<file path="config.mk">
export PLATFORM = sky130hd
export DESIGN_NAME = led_bar_meter_peak_hold_top
export DESIGN_NICKNAME = d
export VERILOG_FILES = /design/src/rtl/lbm_pkg.sv /design/src/rtl/lbm_regs.sv /design/src/rtl/lbm_front.sv /design/src/rtl/lbm_cmd_q.sv /design/src/rtl/lbm_back.sv /design/src/rtl/led_bar_meter_peak_hold_top.sv
export SDC_FILE = /design/constraint.sdc
export NUM_CORES = 2
export LEC_CHECK = 0
export ABC_AREA = 1
export BUFFER_PORTS_ARGS = -buffer_cell sky130_fd_sc_hd__buf_2
export CORE_MARGIN = 2
export CORE_UTILIZATION = 30
export DETAILED_ROUTE_END_ITERATION = 16
export GPL_TIMING_DRIVEN = 0
export PLACE_DENSITY = 0.42
export SYNTH_ARGS = -nofsm -noshare
export SYNTH_HDL_FRONTEND = slang
export SYNTH_SLANG_ARGS = --single-unit
</file>
<file path="constraint.sdc">
create_clock -name clk -period 8.1 [get_ports clk]
set_clock_uncertainty 0.15 [all_clocks]
set_input_delay 0.81 -clock clk [delete_from_list [all_inputs] [get_ports clk]]
set_output_delay 0.81 -clock clk [all_outputs]
set_load 0.1 [all_outputs]
</file>
<file path="src/rtl/lbm_pkg.sv">
package lbm_pkg;

  localparam int BINS        = 32;
  localparam int SEGMENTS    = 16;
  localparam int CURVE_DEPTH = 1024;

  localparam int CURVE_IDX_W = $clog2(CURVE_DEPTH);
  localparam int CURVE_W     = 16;
  localparam int BIN_IDX_W   = (BINS > 1) ? $clog2(BINS) : 1;
  localparam int SEG_W       = $clog2(SEGMENTS);
  localparam int LIT_W       = $clog2(SEGMENTS + 1);
  localparam int CFG_ADDR_W  = 4;

  localparam int LIT_DEN     = 10 * SEGMENTS;

  localparam logic [1:0] REG_ATTACK  = 2'd0;
  localparam logic [1:0] REG_RELEASE = 2'd1;
  localparam logic [1:0] REG_DECAY   = 2'd2;
  localparam logic [1:0] REG_BOOST   = 2'd3;

  localparam logic [8:0] ATTACK_RST  = 9'd154;
  localparam logic [8:0] RELEASE_RST = 9'd36;
  localparam logic [9:0] DECAY_RST   = 10'd14;
  localparam logic [7:0] BOOST_RST   = 8'd20;

  localparam logic [2:0] KIND_DIM   = 3'd0;
  localparam logic [2:0] KIND_LIT   = 3'd1;
  localparam logic [2:0] KIND_HOT   = 3'd2;
  localparam logic [2:0] KIND_PEAK  = 3'd3;
  localparam logic [2:0] KIND_TRAIL = 3'd4;

  localparam logic [7:0] PEAK_BRIGHT = 8'd217;
  localparam int         DIM_FLOOR   = 64;

  typedef struct packed {
    logic [4:0]  bin;
    logic [15:0] magnitude;
    logic [9:0]  elapsed_ms;
    logic [7:0]  hit;
  } in_item_t;

  typedef struct packed {
    logic [5:0] segment;
    logic [2:0] kind;
    logic [7:0] brightness;
    logic [6:0] lit_count;
    logic [5:0] peak_segment;
    logic       last;
  } out_item_t;

  typedef struct packed {
    logic [8:0] attack_coef;
    logic [8:0] release_coef;
    logic [9:0] peak_decay_per_ms;
    logic [7:0] hit_boost_coef;
  } cfg_t;

  // one classified bin update between the front and back parts
  typedef struct packed {
    logic [BIN_IDX_W-1:0] bin;
    logic [CURVE_W-1:0]   shaped;
    logic [9:0]           elapsed_ms;
    logic [7:0]           hit;
  } cmd_t;

  // x^1.1 entry: largest r with r^10 <= x, then x*r in Q16
  function automatic logic [CURVE_W-1:0] curve_entry(longint unsigned i);
    longint unsigned x;
    longint unsigned lo;
    longint unsigned hi;
    longint unsigned mid;
    longint unsigned r2;
    longint unsigned r4;
    longint unsigned r8;
    longint unsigned p;
    longint unsigned y;
    x  = (i * 64'd65536) / (CURVE_DEPTH - 1);
    lo = 0;
    hi = 65536;
    for (int k = 0; k < 20; k++) begin
      if (lo < hi) begin
        mid = (lo + hi + 1) >> 1;
        r2  = (mid * mid) >> 16;
        r4  = (r2 * r2) >> 16;
        r8  = (r4 * r4) >> 16;
        p   = (r8 * r2) >> 16;
        if (p <= x) lo = mid;
        else hi = mid - 1;
      end
    end
    y = (x * lo + 64'd32768) >> 16;
    if (y > 64'd65535) y = 64'd65535;
    return y[CURVE_W-1:0];
  endfunction

  function automatic logic [CURVE_DEPTH*CURVE_W-1:0] build_curve();
    logic [CURVE_DEPTH*CURVE_W-1:0] rom;
    rom = '0;
    for (int i = 0; i < CURVE_DEPTH; i++) begin
      rom[i*CURVE_W +: CURVE_W] = curve_entry(longint'(i));
    end
    return rom;
  endfunction

  function automatic logic [SEGMENTS*8-1:0] build_lit_bright();
    logic [SEGMENTS*8-1:0] tab;
    longint unsigned num;
    longint unsigned b;
    tab = '0;
    for (int j = 0; j < SEGMENTS; j++) begin
      num = 64'd255 * (64'd7 * SEGMENTS + 64'd3 * longint'(j));
      b   = (num * 2 + LIT_DEN) / (2 * LIT_DEN);
      if (b > 64'd255) b = 64'd255;
      tab[j*8 +: 8] = b[7:0];
    end
    return tab;
  endfunction

  function automatic logic [SEGMENTS*8-1:0] build_dim_bright();
    logic [SEGMENTS*8-1:0] tab;
    longint unsigned num;
    longint unsigned b;
    tab = '0;
    for (int j = 0; j < SEGMENTS; j++) begin
      num = 64'd255 * longint'(SEGMENTS - j);
      b   = (num * 2 + SEGMENTS) / (2 * SEGMENTS);
      if (b < DIM_FLOOR) b = DIM_FLOOR;
      if (b > 64'd255) b = 64'd255;
      tab[j*8 +: 8] = b[7:0];
    end
    return tab;
  endfunction

  // trail brightness by span d (peak minus lit) and offset n past the lit part:
  // floor((1022*d - 663*n) / (4*d)), found by counting
  function automatic logic [SEGMENTS*SEGMENTS*8-1:0] build_trail_bright();
    logic [SEGMENTS*SEGMENTS*8-1:0] tab;
    longint unsigned num;
    longint unsigned b;
    tab = '0;
    for (int d = 1; d < SEGMENTS; d++) begin
      for (int n = 0; n < d; n++) begin
        num = 64'd1022 * longint'(d) - 64'd663 * longint'(n);
        b   = 0;
        for (int k = 1; k < 256; k++) begin
          if (64'd4 * longint'(d) * longint'(k) <= num) b = longint'(k);
        end
        tab[(d*SEGMENTS + n)*8 +: 8] = b[7:0];
      end
    end
    return tab;
  endfunction

  localparam logic [CURVE_DEPTH*CURVE_W-1:0]  CURVE_ROM    = build_curve();
  localparam logic [SEGMENTS*8-1:0]           LIT_BRIGHT   = build_lit_bright();
  localparam logic [SEGMENTS*8-1:0]           DIM_BRIGHT   = build_dim_bright();
  localparam logic [SEGMENTS*SEGMENTS*8-1:0]  TRAIL_BRIGHT = build_trail_bright();

endpackage

</file>
<file path="src/rtl/lbm_regs.sv">
module lbm_regs (
  input  logic                             clk,
  input  logic                             rst_n,
  input  logic                             psel,
  input  logic                             penable,
  input  logic                             pwrite,
  input  logic [lbm_pkg::CFG_ADDR_W-1:0]   paddr,
  input  logic [31:0]                      pwdata,
  output logic [31:0]                      prdata,
  output logic                             pready,
  output lbm_pkg::cfg_t                    cfg
);

  lbm_pkg::cfg_t cfg_r;
  logic          wr_en;
  logic [1:0]    reg_sel;

  assign pready  = 1'b1;
  assign wr_en   = psel && penable && pwrite;
  assign reg_sel = paddr[3:2];
  assign cfg     = cfg_r;

  always_ff @(posedge clk) begin
    if (!rst_n) begin
      cfg_r.attack_coef       <= lbm_pkg::ATTACK_RST;
      cfg_r.release_coef      <= lbm_pkg::RELEASE_RST;
      cfg_r.peak_decay_per_ms <= lbm_pkg::DECAY_RST;
      cfg_r.hit_boost_coef    <= lbm_pkg::BOOST_RST;
    end else if (wr_en) begin
      unique case (reg_sel)
        lbm_pkg::REG_ATTACK:  cfg_r.attack_coef       <= pwdata[8:0];
        lbm_pkg::REG_RELEASE: cfg_r.release_coef      <= pwdata[8:0];
        lbm_pkg::REG_DECAY:   cfg_r.peak_decay_per_ms <= pwdata[9:0];
        lbm_pkg::REG_BOOST:   cfg_r.hit_boost_coef    <= pwdata[7:0];
        default: ;
      endcase
    end
  end

  always_comb begin
    unique case (reg_sel)
      lbm_pkg::REG_ATTACK:  prdata = {23'd0, cfg_r.attack_coef};
      lbm_pkg::REG_RELEASE: prdata = {23'd0, cfg_r.release_coef};
      lbm_pkg::REG_DECAY:   prdata = {22'd0, cfg_r.peak_decay_per_ms};
      lbm_pkg::REG_BOOST:   prdata = {24'd0, cfg_r.hit_boost_coef};
      default:              prdata = '0;
    endcase
  end

endmodule

</file>
<file path="src/rtl/lbm_front.sv">
module lbm_front (
  input  logic              clk,
  input  logic              rst_n,
  input  logic              push,
  output logic              full,
  input  lbm_pkg::in_item_t in_data,
  output logic              q_wr,
  output lbm_pkg::cmd_t     q_wdata,
  input  logic              q_full
);

  logic                              s1_v_r;
  lbm_pkg::cmd_t                     s1_cmd_r;
  logic                              accept;
  logic                              in_range;
  logic [lbm_pkg::CURVE_IDX_W-1:0]   curve_idx;

  assign full     = s1_v_r && q_full;
  assign accept   = push && !full;
  assign in_range = 32'(in_data.bin) < lbm_pkg::BINS;
  assign curve_idx = lbm_pkg::CURVE_IDX_W'(
                       (32'(in_data.magnitude) * 32'(lbm_pkg::CURVE_DEPTH)) >> 16);

  assign q_wr    = s1_v_r && !q_full;
  assign q_wdata = s1_cmd_r;

  always_ff @(posedge clk) begin
    if (!rst_n) begin
      s1_v_r <= 1'b0;
    end else if (accept && in_range) begin
      s1_v_r <= 1'b1;
    end else if (q_wr) begin
      s1_v_r <= 1'b0;
    end
  end

  // registered curve lookup; out-of-range bins are dropped here
  always_ff @(posedge clk) begin
    if (accept && in_range) begin
      s1_cmd_r.bin        <= lbm_pkg::BIN_IDX_W'(in_data.bin);
      s1_cmd_r.shaped     <= lbm_pkg::CURVE_ROM[32'(curve_idx) * lbm_pkg::CURVE_W
                                                +: lbm_pkg::CURVE_W];
      s1_cmd_r.elapsed_ms <= in_data.elapsed_ms;
      s1_cmd_r.hit        <= in_data.hit;
    end
  end

endmodule

</file>
<file path="src/rtl/lbm_cmd_q.sv">
module lbm_cmd_q (
  input  logic          clk,
  input  logic          rst_n,
  input  logic          wr_en,
  input  lbm_pkg::cmd_t wr_data,
  output logic          full,
  input  logic          rd_en,
  output lbm_pkg::cmd_t rd_data,
  output logic          empty
);

  lbm_pkg::cmd_t slot_r [2];
  logic          wp_r;
  logic          rp_r;
  logic [1:0]    cnt_r;
  logic          do_wr;
  logic          do_rd;

  assign full    = cnt_r == 2'd2;
  assign empty   = cnt_r == 2'd0;
  assign do_wr   = wr_en && !full;
  assign do_rd   = rd_en && !empty;
  assign rd_data = slot_r[rp_r];

  always_ff @(posedge clk) begin
    if (!rst_n) begin
      wp_r  <= 1'b0;
      rp_r  <= 1'b0;
      cnt_r <= 2'd0;
    end else begin
      if (do_wr) wp_r <= !wp_r;
      if (do_rd) rp_r <= !rp_r;
      if (do_wr && !do_rd) cnt_r <= cnt_r + 2'd1;
      else if (do_rd && !do_wr) cnt_r <= cnt_r - 2'd1;
    end
  end

  always_ff @(posedge clk) begin
    if (do_wr) slot_r[wp_r] <= wr_data;
  end

endmodule

</file>
<file path="src/rtl/lbm_back.sv">
module lbm_back (
  input  logic               clk,
  input  logic               rst_n,
  input  lbm_pkg::cfg_t      cfg,
  input  logic               q_empty,
  input  lbm_pkg::cmd_t      q_data,
  output logic               q_rd,
  output logic               empty,
  input  logic               pop,
  output lbm_pkg::out_item_t out_data
);

  localparam logic [3:0] ST_IDLE  = 4'd0;
  localparam logic [3:0] ST_MUL   = 4'd1;
  localparam logic [3:0] ST_LVL   = 4'd2;
  localparam logic [3:0] ST_PEAK  = 4'd3;
  localparam logic [3:0] ST_HIT   = 4'd4;
  localparam logic [3:0] ST_DIV   = 4'd5;
  localparam logic [3:0] ST_FIX   = 4'd6;
  localparam logic [3:0] ST_SCALE = 4'd7;
  localparam logic [3:0] ST_HAND  = 4'd8;

  localparam int SEG_W = lbm_pkg::SEG_W;
  localparam int LIT_W = lbm_pkg::LIT_W;

  // ---------------- bin update sequencer ----------------
  logic [3:0]                     state_r;
  logic [15:0]                    level_store_r [lbm_pkg::BINS];
  logic [15:0]                    peak_store_r  [lbm_pkg::BINS];
  logic [lbm_pkg::BIN_IDX_W-1:0]  bin_r;
  logic [15:0]                    v_r;
  logic [9:0]                     ms_r;
  logic [7:0]                     hit_r;
  logic [15:0]                    lvl_r;
  logic [15:0]                    pk_r;
  logic                           up_r;
  logic [24:0]                    prod_r;
  logic [19:0]                    decay_r;
  logic [31:0]                    wide_r;
  logic [24:0]                    m_r;
  logic [17:0]                    qest_r;
  logic [15:0]                    lv_r;
  logic [LIT_W-1:0]               lit_r;
  logic [SEG_W-1:0]               pkseg_r;

  logic [8:0]   att_sat;
  logic [8:0]   rel_sat;
  logic [15:0]  diff;
  logic [15:0]  step;
  logic [15:0]  lvl_nxt;
  logic [15:0]  pk_dec;
  logic [15:0]  pk_nxt;
  logic [24:0]  m_c;
  logic [33:0]  qprod;
  logic [25:0]  rem;
  logic [17:0]  q_fix;
  logic [18:0]  lv_sum;
  logic [31:0]  lit_raw;
  logic [31:0]  pk_raw;
  logic [7:0]   den_c;
  logic         hand;

  logic              e_busy_r;
  logic [SEG_W-1:0]  e_j_r;
  logic [LIT_W-1:0]  e_lit_r;
  logic [SEG_W-1:0]  e_pk_r;
  logic [SEG_W-1:0]  e_den_r;

  assign att_sat = (cfg.attack_coef > 9'd256) ? 9'd256 : cfg.attack_coef;
  assign rel_sat = (cfg.release_coef > 9'd256) ? 9'd256 : cfg.release_coef;
  assign diff    = (v_r > lvl_r) ? (v_r - lvl_r) : (lvl_r - v_r);
  // weight never exceeds 1.0, so the step stays within the distance
  assign step    = 16'((prod_r + 25'd128) >> 8);
  assign lvl_nxt = up_r ? (lvl_r + step) : (lvl_r - step);
  assign pk_dec  = (20'(pk_r) > decay_r) ? (pk_r - 16'(decay_r)) : 16'd0;
  assign pk_nxt  = (pk_dec < lvl_r) ? lvl_r : pk_dec;

  // round(x/65280) as floor(floor((x+32640)/256)/255), reciprocal plus one fix-up
  assign m_c     = 25'((33'(wide_r) + 33'd32640) >> 8);
  assign qprod   = 34'(m_c) * 34'd257;
  assign rem     = 26'(m_r) - (26'(qest_r) * 26'd255);
  assign q_fix   = qest_r + 18'(rem >= 26'd255);
  assign lv_sum  = 19'(lvl_r) + 19'(q_fix);

  assign lit_raw = (32'(lv_r) * 32'(lbm_pkg::SEGMENTS) + 32'd32768) >> 16;
  assign pk_raw  = (32'(pk_r) * 32'(lbm_pkg::SEGMENTS) + 32'd32768) >> 16;

  assign den_c   = (8'(pkseg_r) > 8'(lit_r)) ? (8'(pkseg_r) - 8'(lit_r)) : 8'd0;
  assign hand    = (state_r == ST_HAND) && !e_busy_r;
  assign q_rd    = (state_r == ST_IDLE) && !q_empty;

  always_ff @(posedge clk) begin
    if (!rst_n) begin
      state_r <= ST_IDLE;
      for (int b = 0; b < lbm_pkg::BINS; b++) begin
        level_store_r[b] <= '0;
        peak_store_r[b]  <= '0;
      end
    end else begin
      unique case (state_r)
        ST_IDLE: begin
          if (!q_empty) state_r <= ST_MUL;
        end
        ST_MUL:   state_r <= ST_LVL;
        ST_LVL: begin
          level_store_r[bin_r] <= lvl_nxt;
          state_r <= ST_PEAK;
        end
        ST_PEAK: begin
          peak_store_r[bin_r] <= pk_nxt;
          state_r <= ST_HIT;
        end
        ST_HIT:   state_r <= ST_DIV;
        ST_DIV:   state_r <= ST_FIX;
        ST_FIX:   state_r <= ST_SCALE;
        ST_SCALE: state_r <= ST_HAND;
        ST_HAND: begin
          if (!e_busy_r) state_r <= ST_IDLE;
        end
        default:  state_r <= ST_IDLE;
      endcase
    end
  end

  always_ff @(posedge clk) begin
    case (state_r)
      ST_IDLE: begin
        bin_r <= q_data.bin;
        v_r   <= q_data.shaped;
        ms_r  <= q_data.elapsed_ms;
        hit_r <= q_data.hit;
        lvl_r <= level_store_r[q_data.bin];
        pk_r  <= peak_store_r[q_data.bin];
      end
      ST_MUL: begin
        up_r    <= v_r > lvl_r;
        prod_r  <= 25'(diff) * 25'((v_r > lvl_r) ? att_sat : rel_sat);
        decay_r <= 20'(ms_r) * 20'(cfg.peak_decay_per_ms);
      end
      ST_LVL: lvl_r <= lvl_nxt;
      ST_PEAK: begin
        pk_r   <= pk_nxt;
        wide_r <= 32'(lvl_r) * 32'(cfg.hit_boost_coef);
      end
      ST_HIT: wide_r <= 32'(wide_r[23:0]) * 32'(hit_r);
      ST_DIV: begin
        m_r    <= m_c;
        qest_r <= 18'(qprod >> 16);
      end
      ST_FIX: lv_r <= (lv_sum > 19'd65535) ? 16'hFFFF : lv_sum[15:0];
      ST_SCALE: begin
        lit_r   <= LIT_W'(lit_raw);
        pkseg_r <= (pk_raw > 32'(lbm_pkg::SEGMENTS - 1)) ?
                   SEG_W'(lbm_pkg::SEGMENTS - 1) : SEG_W'(pk_raw);
      end
      default: ;
    endcase
  end

  // ---------------- segment emitter ----------------
  logic                e1_v_r;
  lbm_pkg::out_item_t  e1_item_r;

  lbm_pkg::out_item_t  oq_r [4];
  logic [1:0]          oq_wp_r;
  logic [1:0]          oq_rp_r;
  logic [2:0]          oq_cnt_r;

  logic                issue;
  logic                e_last;
  logic [LIT_W-1:0]    jx;
  logic [SEG_W-1:0]    n_c;
  logic [2:0]          kind_c;
  logic [7:0]          bright_c;
  logic                oq_pop;

  assign issue  = e_busy_r && ((oq_cnt_r + 3'(e1_v_r)) < 3'd4);
  assign e_last = e_j_r == SEG_W'(lbm_pkg::SEGMENTS - 1);
  assign jx     = LIT_W'(e_j_r);
  assign n_c    = SEG_W'(jx - e_lit_r);

  always_comb begin
    if (jx < e_lit_r) begin
      kind_c   = (jx + LIT_W'(1) == e_lit_r) ? lbm_pkg::KIND_HOT : lbm_pkg::KIND_LIT;
      bright_c = lbm_pkg::LIT_BRIGHT[32'(e_j_r) * 8 +: 8];
    end else if ((e_j_r == e_pk_r) && (e_pk_r != '0)) begin
      kind_c   = lbm_pkg::KIND_PEAK;
      bright_c = lbm_pkg::PEAK_BRIGHT;
    end else if (e_j_r < e_pk_r) begin
      // look up by span to the peak and offset past the lit part
      kind_c   = lbm_pkg::KIND_TRAIL;
      bright_c = lbm_pkg::TRAIL_BRIGHT[(32'(e_den_r) * lbm_pkg::SEGMENTS + 32'(n_c)) * 8
                                       +: 8];
    end else begin
      kind_c   = lbm_pkg::KIND_DIM;
      bright_c = lbm_pkg::DIM_BRIGHT[32'(e_j_r) * 8 +: 8];
    end
  end

  always_ff @(posedge clk) begin
    if (!rst_n) begin
      e_busy_r <= 1'b0;
      e_j_r    <= '0;
      e1_v_r   <= 1'b0;
    end else begin
      e1_v_r <= issue;
      if (hand) begin
        e_busy_r <= 1'b1;
        e_j_r    <= '0;
      end else if (issue) begin
        e_j_r <= e_j_r + SEG_W'(1);
        if (e_last) e_busy_r <= 1'b0;
      end
    end
  end

  always_ff @(posedge clk) begin
    if (hand) begin
      e_lit_r <= lit_r;
      e_pk_r  <= pkseg_r;
      e_den_r <= SEG_W'(den_c);
    end
    if (issue) begin
      e1_item_r.segment      <= 6'(e_j_r);
      e1_item_r.kind         <= kind_c;
      e1_item_r.brightness   <= bright_c;
      e1_item_r.lit_count    <= 7'(e_lit_r);
      e1_item_r.peak_segment <= 6'(e_pk_r);
      e1_item_r.last         <= e_last;
    end
  end

  // output queue: issue only with a free slot for the beat in flight
  assign empty    = oq_cnt_r == 3'd0;
  assign oq_pop   = pop && !empty;
  assign out_data = oq_r[oq_rp_r];

  always_ff @(posedge clk) begin
    if (!rst_n) begin
      oq_wp_r  <= '0;
      oq_rp_r  <= '0;
      oq_cnt_r <= '0;
    end else begin
      if (e1_v_r) oq_wp_r <= oq_wp_r + 2'd1;
      if (oq_pop) oq_rp_r <= oq_rp_r + 2'd1;
      if (e1_v_r && !oq_pop) oq_cnt_r <= oq_cnt_r + 3'd1;
      else if (oq_pop && !e1_v_r) oq_cnt_r <= oq_cnt_r - 3'd1;
    end
  end

  always_ff @(posedge clk) begin
    if (e1_v_r) oq_r[oq_wp_r] <= e1_item_r;
  end

endmodule

</file>
<file path="src/rtl/led_bar_meter_peak_hold_top.sv">
// LED bar level meter with peak hold. Each accepted item updates one bin's
// smoothed level and decaying peak hold and then yields 16 result beats, one per
// segment from the inner end, the final one flagged by last. The front shapes the
// magnitude through a registered 1024-entry curve ROM and drops items whose bin is
// out of range (no results); a two-entry queue feeds the back part, whose update
// sequencer steps through idle, mul, lvl, peak, hit, div, fix, scale and hand and
// overlaps with the segment emitter of the previous item. The emitter paces the
// results: a load, then one beat per segment while pop keeps up. Registers sit at
// byte addresses 0, 4, 8 and 12 (attack, release, peak decay per ms, hit boost);
// the user must write them only while the block is idle, which the block itself
// does not enforce.
module led_bar_meter_peak_hold_top (
  input  logic                            clk,
  input  logic                            rst_n,
  input  logic                            push,
  output logic                            full,
  input  lbm_pkg::in_item_t               in_data,
  output logic                            empty,
  input  logic                            pop,
  output lbm_pkg::out_item_t              out_data,
  input  logic                            psel,
  input  logic                            penable,
  input  logic                            pwrite,
  input  logic [lbm_pkg::CFG_ADDR_W-1:0]  paddr,
  input  logic [31:0]                     pwdata,
  output logic [31:0]                     prdata,
  output logic                            pready
);

  lbm_pkg::cfg_t cfg;
  lbm_pkg::cmd_t q_wdata;
  lbm_pkg::cmd_t q_rdata;
  logic          q_wr;
  logic          q_full;
  logic          q_rd;
  logic          q_empty;

  lbm_regs u_regs (
    .clk     (clk),
    .rst_n   (rst_n),
    .psel    (psel),
    .penable (penable),
    .pwrite  (pwrite),
    .paddr   (paddr),
    .pwdata  (pwdata),
    .prdata  (prdata),
    .pready  (pready),
    .cfg     (cfg)
  );

  lbm_front u_front (
    .clk     (clk),
    .rst_n   (rst_n),
    .push    (push),
    .full    (full),
    .in_data (in_data),
    .q_wr    (q_wr),
    .q_wdata (q_wdata),
    .q_full  (q_full)
  );

  lbm_cmd_q u_cmd_q (
    .clk     (clk),
    .rst_n   (rst_n),
    .wr_en   (q_wr),
    .wr_data (q_wdata),
    .full    (q_full),
    .rd_en   (q_rd),
    .rd_data (q_rdata),
    .empty   (q_empty)
  );

  lbm_back u_back (
    .clk      (clk),
    .rst_n    (rst_n),
    .cfg      (cfg),
    .q_empty  (q_empty),
    .q_data   (q_rdata),
    .q_rd     (q_rd),
    .empty    (empty),
    .pop      (pop),
    .out_data (out_data)
  );

endmodule
</file>
==> run metrics <==
non-filler cells, final=16900; Setup crit start kind=flop; drc violations=0; leading cell type in the layout, fill and taps excluded=nor2_1; via count=92600; Clock Latency Late Sink=0.91 ns; initial antenna violation count=40; fraction of the cycle the final worst path needs=96.1%; crit path time final=7.78 ns; Synth Cell Area=just over 0.1 mm^2; Die Span Y=591 um; Setup TNS=0 ns; clock-pin slew on the worst setup and hold paths=approximately 0.060 ns; flops & latches, synth=1538; PortBufs=84; grt ovf=0; cell taking the most area after synthesis=edfxtp_1; Setup Viol. Count Final=0; worst-path maximum fanout=10; max layer used=met5; outcome=finished, violations left; first-pass iteration count of the detailed router=8; Layout Nets=13200; largest net degree at the start of global routing=33; H-tree Lvls=4; Max Freq=0.128 GHz; post-synthesis sequential area ratio=44.0%; EDFF count, synth=1477; Hold Crit Class=input pin to flop; first-pass GRT wire length=720000 um; unique cell type count in the Yosys netlist=70; # rows=approximately 220; DR WL met2=236000 um; clk sink count=1538; CTS tree=yes; Mean Syn Cell Area=8.78 um^2; cell count after synthesis=11800; GP Congestion=about 1.0; main flop type after synthesis=edfxtp_1; met3 WL=between 40000 and 50000 um; DR iter-0 viols=around 12000; Core Region=between 0.3 and 0.4 mm^2; CP Capture Type=flop; worst hold slack=0.0666 ns; max-slew violations=73; WL/cell=31.2 um; Placed Area=~0.11 mm^2; failing checks=capacitance limit, slew limit; Max Cap Violations=9; most frequent cells in the layout=2171 x nor2_1, 1918 x nand2_1, 1477 x edfxtp_1; ys async rst share=0%; dpl hpwl=395000 um; required time of the critical path=roughly 8.6 ns; Final Hold Viols=0; TritonCTS buffer count=~190; max_slew headroom=-8.66%; RSZ-0062 raised after global routing=yes; synth top area cells=edfxtp_1 43%, fa_1 9.4%, nor2_1 7.9%, nand2_1 7.0%, ha_1 5.6%; fraction of layout cells with a size suffix above 1=6.27%; Chip Width=591 um; fillers=36200; DP Cell Count=approximately 16000; worst-case clock buffer depth=4; Metal-1 WL=223000 um; Routed Wire Length=527000 um; CP Class=flop to flop; Synth top area share=roughly 43%; Max stage delay on crit path=0.57 ns; DIE AREA=0.350 mm^2; Post-DRT Antenna Nets=0; Tightest Pin Transition=1.63 ns; most used cell, CP=nand2_1; synth warn=0; Finished Cell Area=0.117 mm^2; CP Data Arrival Time=8.28 ns; initial core utilization=30.2%; number of global-route vias before repair=89900; routed vias/inst=approximately 5.5; CTS Root Cell=clkbuf_16; Area growth syn-to-layout=13.3%; # IOs=between 100 and 150; gr usage total=between 20% and 30%; Slowest-stage cell, CP=edfxtp_1
[cells in the mapped netlist, drive strengths merged (52+ instances only)]
library cell / n
nand4: 53
xor2: 142
edfxtp: 1477
a21oi: 486
nor2: 2194
a31oi: 52
o22ai: 100
dfxtp: 61
o211ai: 116
nor3: 65
ha: 467
inv: 1349
fa: 485
o21ai: 1035
o221ai: 226
buf: 201
nand3: 493
clkbuf: 511
nand2: 1955
[flip-flops by register name (all words and copies together) (netlist names), 5 cells and up, named ones only]
signal and count:
u_back.qest_r 18, u_back.v_r 16, u_back.e1_item_r 25, u_back.lvl_r 16, u_back.peak_store_r 512, u_back.prod_r 17, u_back.e_lit_r 5, u_back.bin_r 5
u_back.lv_r 5, u_cmd_q.slot_r 78, u_back.m_r 25, u_back.hit_r 8, u_back.level_store_r 512, u_back.oq_r 100, u_back.decay_r 20, u_regs.cfg 36
u_back.lit_r 5, u_back.wide_r 32, u_back.pk_r 16, u_back.ms_r 10, u_front.q_wdata 39
[worst paths after layout]
| kind | start | to | slack, ns | cells after the start |
|---|---|---|---|---|
| setup / recovery | u_back.lvl_r[15]$_DFFE_PN_ | u_back.prod_r[21]$_DFFE_PP_ | 0.32 | 28 |
| hold / removal | in_data[15] | u_front.q_wdata[15]$_DFFE_PP_ | 0.07 | 1 |
| setup reg to reg | u_back.lvl_r[15]$_DFFE_PN_ | u_back.prod_r[21]$_DFFE_PP_ | 0.32 | 28 |
| hold reg to reg | u_front.q_wdata[11]$_DFFE_PP_ | u_cmd_q.slot_r[0][11]$_DFFE_PP_ | 0.29 | 0 |
[layer usage]
| layer | GRT usage, % | vias to the layer above |
|---|---|---|
| met4 | 11.8 | 12 |
| met5 | 0 | - |
| met2 | 46.5 | 4809 |
| li1 | - | 40300 |
| met3 | 5.14 | 1042 |
| met1 | 39.8 | 46500 |
[area by class of cell]
cell class | count | area [um^2] | area share (%)
Buffer | 700 | 3170 | 2.70
Inverter | 1363 | 5140 | 4.38
Antenna cell | 11 | 27.5 | 0.0235
Tap cell | 4557 | 5700 | 4.86
Clock buffer | 235 | 4890 | 4.17
Clock inverter | 96 | 918 | 0.783
Multi-Input combinational cell | 8202 | 50200 | 42.8
Timing Repair Buffer | 208 | 1660 | 1.42
Sequential cell | 1538 | 45600 | 38.9
[kinds of logic (layout without fill, tap and decap cells)]
logic type,Yosys count,count (layout),share of synthesized area [%]
buffers and inverters,2075,2602,8.01
AOI/OAI and AO/OA,2205,2205,12.5
muxes,2,2,0.0193
and+or+nand+nor,4820,4820,18.7
DFF,1538,1538,44.0
xor gates and xnor gates,193,193,1.65
other,2,41,0.00726
adders and majority gates,952,952,15.0
[metrics by stage]
stage | utilization [%] | setup slack, ns
6_report | 34.2 | 0.317
5_1_grt | 34.2 | -0.0594
4_1_cts | 34.0 | 0.0343
3_5_place_dp | 32.1 | -0.892
3_3_place_gp | 32.0 | -0.980
2_1_floorplan | - | 1.22
[critical path: cells and delay by family, from the launching register on]
family | cells | cell delay, ns
flip-flops | 1 | 0.57
AO/OA/AOI/OAI | 6 | 1.34
multiplexers | 1 | 0.30
adder cells (fa/ha/maj) | 6 | 2.75
AND/OR/NAND/NOR | 8 | 0.95
XOR/XNOR | 1 | 0.10
buffers and inverters | 6 | 1.43
[what timing repair did]
item	CTS	global route
pin swaps	1	12
gates resized for setup	29	80
endpoints found under the hold margin	15	0
hold buffers	15	0
setup buffers	49	36
endpoints found under the setup margin	22	18
Power is not shown: default switching activity piles up to over one toggle a cycle in this logic, so the estimate is an artifact.
